### src/hdl/gasu_pkg.sv
// ---------------------------------------------------------------------------
// gasu_pkg
// Shared constants, controller states and command/status bundles for the
// gradient averaging SGD update core.
// ---------------------------------------------------------------------------
package gasu_pkg;

    localparam int VLEN    = 512;             // elements per gradient vector
    localparam int ADDR_W  = $clog2(VLEN);
    localparam int ACC_W   = 40;              // accumulator word
    localparam int PAR_W   = 32;              // parameter word, Q8.24
    localparam int GRAD_W  = 32;              // gradient word, Q8.24
    localparam int LR_W    = 24;              // learning rate, Q0.24
    localparam int WC_W    = 7;               // worker_count register
    localparam int MIB_W   = 6;               // message-in-batch counter
    localparam int BATCH_W = 32;
    localparam int FRAC_W  = 24;
    localparam int SUM_W   = ACC_W + 1;       // acc + grad, signed
    localparam int MAG_W   = ACC_W;           // |sum| always fits here
    localparam int HALF_W  = MAG_W / 2;       // multiplier split point
    localparam int PP_W    = LR_W + HALF_W;   // partial product width
    localparam int PROD_W  = 64;              // full |lr * avg|
    localparam int NV_W    = PAR_W + 10;      // updated param before clamp

    localparam logic [WC_W-1:0] WC_RESET = WC_W'(4);
    localparam logic [WC_W-1:0] WC_MAX   = WC_W'(64);
    localparam logic [WC_W-1:0] WC_MIN   = WC_W'(1);

    localparam logic [PAR_W-1:0] PAR_MAX = {1'b0, {(PAR_W-1){1'b1}}};
    localparam logic [PAR_W-1:0] PAR_MIN = {1'b1, {(PAR_W-1){1'b0}}};

    typedef enum logic [3:0] {
        ST_CLEAR,
        ST_IDLE,
        ST_READ,
        ST_DIV_START,
        ST_DIV,
        ST_MUL_LO,
        ST_MUL_HI,
        ST_ROUND,
        ST_SUB,
        ST_FIN
    } t_state;

    typedef struct packed {
        logic clr_step;
        logic capture;
        logic sum_load;
        logic div_start;
        logic mul_lo;
        logic mul_hi;
        logic round;
        logic sub;
        logic commit;
    } t_cmd;

    typedef struct packed {
        logic kind;
        logic is_final;
        logic div_done;
        logic clr_last;
    } t_status;

endpackage

### src/hdl/gasu_ctrl.sv
// ---------------------------------------------------------------------------
// gasu_ctrl
// Sequencer: clearing sweep, word capture, divide/multiply steps, and the
// output-register valid.
// ---------------------------------------------------------------------------
module gasu_ctrl
    import gasu_pkg::*;
(
    input  logic    i_clk,
    input  logic    i_rst_n,
    input  logic    i_in_valid,
    output logic    o_in_ready,
    output logic    o_out_valid,
    input  logic    i_out_ready,
    input  t_status i_status,
    output t_cmd    o_cmd
);
    t_state r_state;
    t_state n_state;
    logic   r_out_valid;
    logic   out_free;

    assign out_free = !r_out_valid || i_out_ready;

    always_comb begin
        n_state = r_state;
        unique case (r_state)
            ST_CLEAR: begin
                if (i_status.clr_last) begin
                    n_state = ST_IDLE;
                end
            end
            ST_IDLE: begin
                if (i_in_valid) begin
                    n_state = ST_READ;
                end
            end
            ST_READ: begin
                n_state = (!i_status.kind && i_status.is_final) ? ST_DIV_START : ST_FIN;
            end
            ST_DIV_START: n_state = ST_DIV;
            ST_DIV: begin
                if (i_status.div_done) begin
                    n_state = ST_MUL_LO;
                end
            end
            ST_MUL_LO: n_state = ST_MUL_HI;
            ST_MUL_HI: n_state = ST_ROUND;
            ST_ROUND:  n_state = ST_SUB;
            ST_SUB:    n_state = ST_FIN;
            ST_FIN: begin
                if (out_free) begin
                    n_state = ST_IDLE;
                end
            end
            default:   n_state = ST_IDLE;
        endcase
    end

    always_comb begin
        o_cmd           = '0;
        o_in_ready      = 1'b0;
        o_cmd.clr_step  = (r_state == ST_CLEAR);
        o_in_ready      = (r_state == ST_IDLE);
        o_cmd.capture   = (r_state == ST_IDLE) && i_in_valid;
        o_cmd.sum_load  = (r_state == ST_READ);
        o_cmd.div_start = (r_state == ST_DIV_START);
        o_cmd.mul_lo    = (r_state == ST_MUL_LO);
        o_cmd.mul_hi    = (r_state == ST_MUL_HI);
        o_cmd.round     = (r_state == ST_ROUND);
        o_cmd.sub       = (r_state == ST_SUB);
        o_cmd.commit    = (r_state == ST_FIN) && out_free;
    end

    always_ff @(posedge i_clk) begin
        if (!i_rst_n) begin
            r_state     <= ST_CLEAR;
            r_out_valid <= 1'b0;
        end else begin
            r_state <= n_state;
            if (o_cmd.commit) begin
                r_out_valid <= 1'b1;
            end else if (i_out_ready) begin
                r_out_valid <= 1'b0;
            end
        end
    end

    assign o_out_valid = r_out_valid;

endmodule

### config.mk
export PLATFORM = sky130hd
export DESIGN_NAME = gasu_ctrl
export DESIGN_NICKNAME = d
export VERILOG_FILES = /design/src/hdl/gasu_pkg.sv /design/src/hdl/gasu_ctrl.sv
export SDC_FILE = /design/constraint.sdc
export NUM_CORES = 1
export LEC_CHECK = 0
export BUFFER_PORTS_ARGS = -buffer_cell sky130_fd_sc_hd__buf_2
export CAP_MARGIN = 40
export CELL_PAD_IN_SITES_DETAIL_PLACEMENT = 1
export CELL_PAD_IN_SITES_GLOBAL_PLACEMENT = 1
export CORE_UTILIZATION = 29
export DETAILED_ROUTE_END_ITERATION = 10
export PLACE_DENSITY_LB_ADDON = 0.1
export SYNTH_ARGS = -nofsm -noshare
export SYNTH_HDL_FRONTEND = slang
export SYNTH_SLANG_ARGS = --single-unit
### constraint.sdc
create_clock -name i_clk -period 1.25 [get_ports i_clk]
set_input_delay 0.1875 -clock i_clk [delete_from_list [all_inputs] [get_ports i_clk]]
set_output_delay 0.1875 -clock i_clk [all_outputs]
set_load 0.05 [all_outputs]
==> results of run 1 <==
[worst max-delay path: cells and delay by family (launching register included)]
| kind | cells | cell delay [ns] |
|---|---|---|
| simple gates | 3 | 0.59 |
| flops | 1 | 0.32 |
| buf+inv | 1 | 0.13 |
[power by group through the flow]
stage                     Sequential (mW)  Combinational (mW)  Clock (mW)
after floorplan                     0.186               0.232           0
after global placement              0.181               0.322           0
after detailed placement            0.182               0.328           0
after CTS                           0.182               0.432       0.198
after global routing                0.183               0.471       0.222
final                               0.183               0.454       0.208
[routing by layer]
| layer | up-vias | global-route usage, % | wire length [um] |
|---|---|---|---|
| met1 | 250 | 31.3 | 799 |
| met3 | 6 | 11.6 | 83 |
| met5 | - | 0 | 0 |
| met4 | 0 | 11.2 | 57 |
| met2 | 17 | 53.8 | 982 |
| li1 | 245 | - | - |
[metrics by stage]
step,util [%],instance area [sq um]
after floorplan,-,425
after global placement,49.6,588
after detailed placement,49.6,588
after CTS,68.6,813
after global routing,69.2,821
final,69.2,821
[sequential cells by signal, indices dropped and copies added (netlist names)]
name / count
o_out_valid: 1
r_state: 4
[logic make-up after synthesis]
family,count (synthesis),synth area share [%]
AOI/OAI and AO/OA,8,20.1
xor gates and xnor gates,1,2.24
buffers and inverters,8,11.8
DFF,5,25.6
and+or+nand+nor,28,40.3
[Yosys cell counts]
cell / instances
nor2b_1: 1
o2111a_1: 1
nor3_1: 4
nor2_1: 8
o31ai_2: 1
buf_2: 1
a21oi_1: 2
a31oi_1: 1
o2111ai_2: 1
or2b_4: 1
inv_2: 2
a221oi_2: 1
buf_6: 2
nor2_2: 1
xnor2_1: 1
nor3_4: 1
nand3_1: 1
nor4_2: 1
nand2b_1: 3
o32ai_1: 1
nand2_1: 5
and2_1: 2
inv_1: 3
dfxtp_1: 5
[final cells by class]
class | instances | area (sq um)
clock buffer | 4 | 26.3
fill | 131 | 365
inverter | 5 | 21.3
multi-input combinational | 37 | 328
sequential | 5 | 110
tap | 14 | 17.5
timing repair buffer | 36 | 318
[final timing paths]
| path | to | cells after the start | slack, ns | from |
|---|---|---|---|---|
| min reg2reg | r_state[3]$_SDFFE_PN0P_ | 3 | 0.65 | r_state[1]$_SDFFE_PN0P_ |
| max | o_cmd[7] | 4 | -0.24 | r_state[0]$_SDFFE_PN0P_ |
| max reg2reg | r_state[0]$_SDFFE_PN0P_ | 5 | 0.04 | r_state[3]$_SDFFE_PN0P_ |
| min | r_state[1]$_SDFFE_PN0P_ | 2 | 0.21 | i_rst_n |
[repair_timing]
action	CTS	global route
endpoints found under the setup margin	10	12
setup buffers	7	0
cloned	0	0
endpoints found under the hold margin	0	0
pin swaps	5	2
resized for setup	45	3
==> impl_metrics.ini, run 1 <==
[routing]
drt-wirelength-per-cell_um = 19.0
wl_mm = 1.92
first_pass_iters = 4
drcViolationCount = 0
vias = 518
antenna_left = 0
viasPerCell = 5.13
drt_iter0_drc = 3

[sta]
period_needed_ns = 1.49
relSlewSlack_pct = 78.7
rsz0062_at_grt = yes
setup_viol = 10
timing.final.ws_setup_ns = -0.240
fin_tns_setup_ns = -1.79
fin_hold_ws_ns = 0.205
finalMaxSlewViolations = 0
max_slew.worst_pin.slew_ns = 0.319
clock_skew_ns = 0.0167
fmax_mhz = 671
fin_crit_sh_pct = 119
hold_viol = 0

[clocking]
h-tree-depth = 1
cts.reportedPaths.clkPinSlew_ns = 0.06
cts_tree = built
root_buffer = clkbuf_4
cts_hold_repair.buffers = 0
clk_path_buf_depth = 2
clock_latency_ns = 0.26
numCtsBuffers = 3
cts.sinks = 5

[place]
portBuffers = 18
dp.cells = 90
gp_routability_congestion = 0.758
pre_cts_slack_ns = -0.0777
hpwlAfterDp_um = 963

[worst_setup_path]
cp_slowest_cell = dfxtp_2
path_cells = or2b_4 > nor3_4 > and2_4 > buf_8
worstSetupPathType = reg2out
critPathCaptureType = output port
cp.arrival_ns = 1.30
worstPathRequired_ns = 1.06
startpoint_type = register
critPathMaxStageDelay_ns = 0.32
path_max_fanout = 4

[floorplan]
initial_core_util_pct = 33.0
die_w_um = 38.8
design.die.area_sq_mm = 0.00150
io_pins = 19
fp-row-count = 12
core_region_area_sq_mm = 0.00119
die_y_um = 38.8

[synth]
yosysWarnings = 0
synth.avg_cell_area_sq_um = 7.83
synth.net_count = 58
ys_seq_area_share_pct = 25.6
synth_top_area_share_pct = 25.6
ys_ff_latch = 5
syn_inst = 50
synth_area_leaders = dfxtp_1 (26%), nor2_1 (7.7%), buf_6 (5.8%)
ys_types = 24
yosys.area.top_type = dfxtp_1
synth.cell_area_sq_um = 392

[grt]
grt_usage_pct = 30.1
grt.overflow.total = 0
grt_pass1_wl_mm = 2.82
antenna_found_initial = 0
grt_max_degree = 13
grt_pass1_vias = 565

[final_layout]
final_common_cell = buf_4
nets = 96
fin_cells = 101
drive_gt1_share_pct = 74.7
diodes = 0
final_cell_mix = buf_4 (13), buf_6 (12), buf_2 (8), nor2_4 (5), nor2_1 (4)
area_delta_synth_final_pct = 110

[power]
seqPwrFrac_pct = 21.7
switching_share_pct = 41.6
cellLeakagePower_nw = 0.360
power.density_mw_per_mm2 = 1030
p_int_mw = 0.493
power.total_mw = 0.844
p_comb_share_pct = 53.7
clockPowerShare_pct = 24.6
ir_worst_vdd_mv = 0.641
power.switching_mw = 0.351

[outcome]
outcome = finished, violations left
violations = setup timing

[run]
drv_cap = 0

[worst_hold_path]
hold_class = in2reg
Note: power is estimated with default switching activity, not from simulation.
==> run 2, diff against run 1 <==
==> constraint.sdc (replaced) <==
create_clock -name i_clk -period 1.25 [get_ports i_clk]
set_input_delay 0.25 -clock i_clk [delete_from_list [all_inputs] [get_ports i_clk]]
set_output_delay 0.25 -clock i_clk [all_outputs]
set_load 0.05 [all_outputs]
==> run 2 against run 1 <==
The flow now stops in global routing. Synthesized area unchanged. Synthesized cell count unchanged.
==> impl_metrics.ini, run 2 <==
[synth]
synth.most_common_cell = nor2_1
ys_ff_latch = 5
synth.cell_area_sq_um = 392
yosys.area_share.adder_pct = 0
synthArstFlopShare_pct = 0
ys_seq_area_share_pct = 25.6
synth_top_area_share_pct = 25.6
yosysWarnings = 0
synth_area_leaders = dfxtp_1 (26%), nor2_1 (7.7%), buf_6 (5.8%)
ys_types = 24
synth_top_flop_cell = dfxtp_1
synth-xor-area-share_pct = 2.24
synth-edff-count = 0
synth_compound_area_share_pct = 20.1
synthMuxAreaShare_pct = 0
synth.net_count = 58
yosys.area_share.simple_pct = 40.3
yosys.area.top_type = dfxtp_1
synth.avg_cell_area_sq_um = 7.83
synth_common_cells = nor2_1 (8), dfxtp_1 (5), nand2_1 (5)
synth_top_family_by_area = simple AND/OR/NAND/NOR gates
syn_inst = 50

[floorplan]
die_w_um = 38.8
io_pins = 19
initial_core_util_pct = 33.0
fp-row-count = 12
die_y_um = 38.8

[place]
hpwlAfterDp_um = 950
dp.cells = 93
portBuffers = 18
placed_area_sq_um = 611
gp_routability_congestion = 0.739

[grt]
grt_max_degree = 13
antenna_found_initial = 0

[outcome]
tool.error = [ERROR DPL-0033] detailed placement checks failed during check placement.
failed_stage = global routing
outcome = stopped before the end

[clocking]
numCtsBuffers = 3
cts_hold_repair.buffers = 0
root_buffer = clkbuf_4
cts.sinks = 5
clk_path_buf_depth = 2
h-tree-depth = 1

[sta]
worst-ep-kind = top-level output
repair-timing-grt-worst-ep = o_cmd[7]
==> run 2: through the flow <==
| step | setup slack, ns | TNS, ns | util [%] |
|---|---|---|---|
| 2_1_floorplan | -0.464 | -2.82 | - |
| 3_3_place_gp | -0.0953 | -0.193 | 51.5 |
| 3_5_place_dp | -0.124 | -0.297 | 51.5 |
| 4_1_cts | -0.284 | -2.17 | 69.9 |
==> run 2: kinds of logic after synthesis <==
family	count (synthesis)
buf+inv	8
xor+xnor	1
flops	5
compound gates	8
simple gates	28
==> run 2: timing repair <==
item,4_1_cts
resized for setup,41
gates cloned,0
buffers inserted,8
pin swaps,4
endpoints found under the setup margin,11
hold endpoints to repair,0
==> run 3, diff against run 2 <==
--- a/config.mk
+++ b/config.mk
@@ -7,11 +7,10 @@
 export LEC_CHECK = 0
 export BUFFER_PORTS_ARGS = -buffer_cell sky130_fd_sc_hd__buf_2
 export CAP_MARGIN = 40
-export CELL_PAD_IN_SITES_DETAIL_PLACEMENT = 1
-export CELL_PAD_IN_SITES_GLOBAL_PLACEMENT = 1
-export CORE_UTILIZATION = 29
+export CORE_AREA = 2 2 63 65
 export DETAILED_ROUTE_END_ITERATION = 10
-export PLACE_DENSITY_LB_ADDON = 0.1
+export DIE_AREA = 0 0 65 67
+export PLACE_DENSITY_LB_ADDON = 0.15
 export SYNTH_ARGS = -nofsm -noshare
 export SYNTH_HDL_FRONTEND = slang
 export SYNTH_SLANG_ARGS = --single-unit
==> run 3 against run 2 <==
The flow now finishes, with violations (setup timing).
==> impl_metrics.ini, run 3 (same netlist as run 1, synthesis figures left out) <==
[clocking]
cts_tree = built
numCtsBuffers = 3
h-tree-depth = 1
cts.reportedPaths.clkPinSlew_ns = 0.04
clock_latency_ns = 0.22
cts.sinks = 5
cts_hold_repair.buffers = 0
root_buffer = clkbuf_8
clk_path_buf_depth = 2

[floorplan]
die_y_um = 67
io_pins = 19
fp-row-count = 22
core_region_area_sq_mm = 0.00361
die_w_um = 65
design.die.area_sq_mm = 0.00436
initial_core_util_pct = 10.9

[final_layout]
final_cell_mix = buf_6 (13), buf_4 (12), buf_2 (8), nor2_4 (5), nor2_1 (4)
top_register = r_state
largest_register_ffs = 4
diodes = 0
nFillCells = 399
final_common_cell = buf_6
area_delta_synth_final_pct = 137
nets = 97
drive_gt1_share_pct = 73.9

[power]
power.density_mw_per_mm2 = 998
ir_worst_vdd_mv = 0.231
cellLeakagePower_nw = 0.386
power.total_mw = 0.925

[worst_setup_path]
path_max_fanout = 3
critPathCaptureType = output port
path_cells = or2b_4 > buf_4 > nor2_4 > buf_6
cp_top_family = simple AND/OR/NAND/NOR gates
worstSetupPathType = reg2out
worstPathRequired_ns = 1.00
path_buf_inv = 2
startpoint_type = register
cp.arrival_ns = 1.23
cp_slowest_cell = dfxtp_2
critPathMaxStageDelay_ns = 0.32

[grt]
grt_pass1_vias = 512
antenna_found_initial = 0
grt.overflow.total = 0
grt_pass1_wl_mm = 2.29
grt_usage_pct = 7.12
grt_max_degree = 13

[worst_hold_path]
hold_class = in2reg

[sta]
relSlewSlack_pct = 82.1
clock_skew_ns = 0.00212
finalMaxSlewViolations = 0
fin_hold_ws_ns = 0.303
fmax_mhz = 676
setup_viol = 10
fin_crit_sh_pct = 118
timing.final.ws_setup_ns = -0.229
rsz0062_at_grt = yes
hold_viol = 0
period_needed_ns = 1.48
max_slew.worst_pin.slew_ns = 0.268

[routing]
drt_iter0_drc = 14
first_pass_iters = 4
antenna_left = 0
drcViolationCount = 0
viasPerCell = 3.49
drt-wirelength-per-cell_um = 9.96
wl_mm = 1.35
vias = 474

[place]
portBuffers = 18
gp_routability_congestion = 0.813
hpwlAfterDp_mm = 1.06

[outcome]
outcome = finished, violations left
violations = setup timing

[run]
drv_cap = 0
==> run 3: path summary, 6_finish.rpt <==
| kind | from | slack, ns | cells past startpoint | endpoint |
|---|---|---|---|---|
| max | r_state[3]$_SDFFE_PN0P_ | -0.23 | 4 | o_cmd[2] |
| min | i_rst_n | 0.30 | 2 | r_state[1]$_SDFFE_PN0P_ |
| max reg2reg | r_state[1]$_SDFFE_PN0P_ | 0.07 | 5 | r_state[0]$_SDFFE_PN0P_ |
| min reg2reg | r_state[1]$_SDFFE_PN0P_ | 0.64 | 3 | r_state[3]$_SDFFE_PN0P_ |
==> run 3: repair_timing <==
action | CTS | global route
setup endpoints to repair | 10 | 11
pin swaps | 4 | 1
setup buffers | 3 | 0
gates resized for setup | 45 | 3
==> run 3: through the flow <==
stage	util [%]	TNS [ns]	worst slack [ns]	instances	cell area [sq um]
CTS	25.3	-1.94	-0.233	136	913
finish	25.7	-1.82	-0.229	136	927
detailed placement	19.2	-0.558	-0.0992	129	693
floorplan	-	-2.82	-0.464	50	425
global route	25.7	-2.32	-0.297	136	927
global placement	19.2	-0.620	-0.0977	129	693
==> run 3: routing by layer <==
metal / vias up / share of wire (%) / wire length [um] / global-route usage (%)
met4: 0 / 0.59 / 8 / 3.19
met1: 215 / 41 / 553 / 7.75
met5: - / 0 / 0 / 0
met2: 6 / 55 / 740 / 12.4
met3: 2 / 3.8 / 52 / 2.53
li1: 251 / - / - / -
==> run 3: area by class of cell <==
cell class                      count  area [sq um]  share of cell area, %
Clock buffer                        4          45.0                   4.86
Inverter                            5          21.3                   2.29
Multi-Input combinational cell     37           352                   37.9
Sequential cell                     5           110                   11.9
Tap cell                           48          60.1                   6.48
Timing Repair Buffer               37           339                   36.6
==> run 3: report_power, final <==
part	total (mW)	internal (mW)	leakage, nW	switching (mW)
sequential	0.184	0.172	0.0430	0.0123
combinational	0.440	0.205	0.320	0.235
clock	0.301	0.219	0.0228	0.0820
==> run 4, diff against run 3 <==
--- a/config.mk
+++ b/config.mk
@@ -5,6 +5,7 @@
 export SDC_FILE = /design/constraint.sdc
 export NUM_CORES = 1
 export LEC_CHECK = 0
+export ABC_AREA = 1
 export BUFFER_PORTS_ARGS = -buffer_cell sky130_fd_sc_hd__buf_2
 export CAP_MARGIN = 40
 export CORE_AREA = 2 2 63 65
==> run 4 against run 3 <==
The flow still finishes with violations (setup timing). Power rose by 44%. Routed wire length fell by 6.0%. Design area rose by 0.54%. Synthesized cell count rose by 30%. Critical path type unchanged. Largest cell class unchanged.
==> impl_metrics.ini, run 4 <==
[synth]
synth_top_family_by_area = simple AND/OR/NAND/NOR gates
synth_top_flop_cell = dfxtp_1
synth.cell_area_sq_um = 384
synthArstFlopShare_pct = 0
yosysWarnings = 0
synth.net_count = 73
ys_ff_latch = 5
synth_top_area_share_pct = 26.1
synth.avg_cell_area_sq_um = 5.91
yosys.area_share.simple_pct = 59.9
synth_area_leaders = dfxtp_1 (26%), nor2_1 (18%), nand2_1 (11%)
synth.most_common_cell = nor2_1
synth-edff-count = 0
synth_compound_area_share_pct = 1.30
synthMuxAreaShare_pct = 0
yosys.area.top_type = dfxtp_1
yosys.area_share.adder_pct = 0
synth-xor-area-share_pct = 0
ys_seq_area_share_pct = 26.1
synth_common_cells = nor2_1 (18), nand2_1 (11), inv_1 (8)
ys_types = 14
syn_inst = 65

[floorplan]
initial_core_util_pct = 10.7
fp-row-count = 22
io_pins = 19
die_w_um = 65
die_y_um = 67
design.die.area_sq_mm = 0.00436
core_region_area_sq_mm = 0.00361

[worst_setup_path]
cp_top_family = flip-flops
critPathCaptureType = output port
critPathMaxStageDelay_ns = 0.37
r2r_slack_ns = 0
worstPathRequired_ns = 1.00
critPathMostFrequentCell = inv_4
path_cells = inv_4 > nor2_4 > inv_4 > nor3_4 > buf_6
startpoint_type = register
worstSetupPathType = reg2out
path_max_fanout = 4
cp.arrival_ns = 1.15
cp_slowest_cell = dfxtp_4
path_buf_inv = 3

[final_layout]
final_cell_mix = buf_4 (16), buf_6 (12), nor2_1 (10), nand2_1 (8), buf_2 (8)
final_common_cell = buf_4
top_register = r_state
nets = 115
area_delta_synth_final_pct = 143
drive_gt1_share_pct = 69.8
nFillCells = 403
diodes = 0
largest_register_ffs = 4

[routing]
wl_mm = 1.27
drt-wirelength-per-cell_um = 8.27
drcViolationCount = 0
first_pass_iters = 2
drt_iter0_drc = 3
viasPerCell = 3.40
vias = 523
antenna_left = 0

[sta]
hold_viol = 0
relSlewSlack_pct = 78.3
setup_viol = 11
period_needed_ns = 1.40
timing.final.ws_setup_ns = -0.152
max_slew.worst_pin.slew_ns = 0.325
fin_hold_ws_ns = 0.247
rsz0062_at_grt = yes
finalMaxSlewViolations = 0
fmax_mhz = 713
fin_tns_setup_ns = -0.894
fin_crit_sh_pct = 112
clock_skew_ns = 0.000596

[place]
gp_routability_congestion = 0.709
portBuffers = 18
hpwlAfterDp_mm = 1.06

[grt]
grt_max_degree = 6
grt_usage_pct = 6.41
grt.overflow.total = 0
grt_pass1_wl_mm = 2.01
grt_pass1_vias = 494
antenna_found_initial = 0

[clocking]
root_buffer = clkbuf_8
cts.reportedPaths.clkPinSlew_ns = 0.03
cts.sinks = 5
clk_path_buf_depth = 2
clock_latency_ns = 0.22
cts_hold_repair.buffers = 0
numCtsBuffers = 3
cts_tree = built
h-tree-depth = 1

[power]
ir_worst_vdd_mv = 0.263
cellLeakagePower_nw = 0.427
power.density_mw_per_mm2 = 1430

[outcome]
outcome = finished, violations left
violations = setup timing

[worst_hold_path]
hold_class = in2reg

[run]
drv_cap = 0
## run 4: worst min-delay path, stage by stage
cell     delay (ns)
buf_2          0.10
nand2_1        0.05
inv_1          0.04
## run 4: metrics by stage
stage	setup WS, ns	util (%)	cell area (sq um)	instances	total power, mW
6_report	-0.152	25.9	932	154	1.33
5_1_grt	-0.215	25.9	932	154	1.41
4_1_cts	-0.195	25.1	903	151	1.32
3_5_place_dp	-0.0774	19.9	718	143	0.855
3_3_place_gp	-0.0839	19.9	718	143	0.859
2_1_floorplan	-0.159	-	478	65	0.660
## run 4: kinds of logic (layout without fill, tap and decap cells)
kind of cell	Yosys count	in the layout
buffers and inverters	13	54
DFF	5	5
and+or+nand+nor	46	46
AOI/OAI and AO/OA	1	1
## run 4: routing by layer
layer  track usage, %  vias to the layer above  part of all wire [%]
li1                 -                      277                     -
met1             6.55                      228                    41
met2             10.8                       14                    50
met3             2.20                        4                   6.4
met4             4.79                        0                   2.3
met5                0                        -                     0
## run 4: final cells by class
class | count | area [sq um] | share of cell area [%]
Tap cell | 48 | 60.1 | 6.44
Multi-Input combinational cell | 47 | 337 | 36.1
Inverter | 13 | 63.8 | 6.85
Clock buffer | 4 | 45.0 | 4.83
Sequential cell | 5 | 116 | 12.5
Timing Repair Buffer | 37 | 310 | 33.3
## run 4: what timing repair did
action	CTS	global route
endpoints found under the setup margin	10	12
pin swaps	5	4
gates resized for setup	37	2
setup buffers	4	3
## run 4: where the power goes
group | switching, mW | internal [mW]
clock network | 0.0828 | 0.219
logic | 0.461 | 0.345
registers | 0.0371 | 0.190
## run 4: final timing paths
kind / startpoint / to / cells after the start
worst max-delay path: r_state[0]$_SDFFE_PN0P_ / o_cmd[7] / 5
worst min-delay path: i_rst_n / r_state[3]$_SDFFE_PN0P_ / 3
worst max register to register: r_state[0]$_SDFFE_PN0P_ / r_state[1]$_SDFFE_PN0P_ / 10
worst min register to register: o_out_valid$_SDFFE_PN0P_ / o_out_valid$_SDFFE_PN0P_ / 4
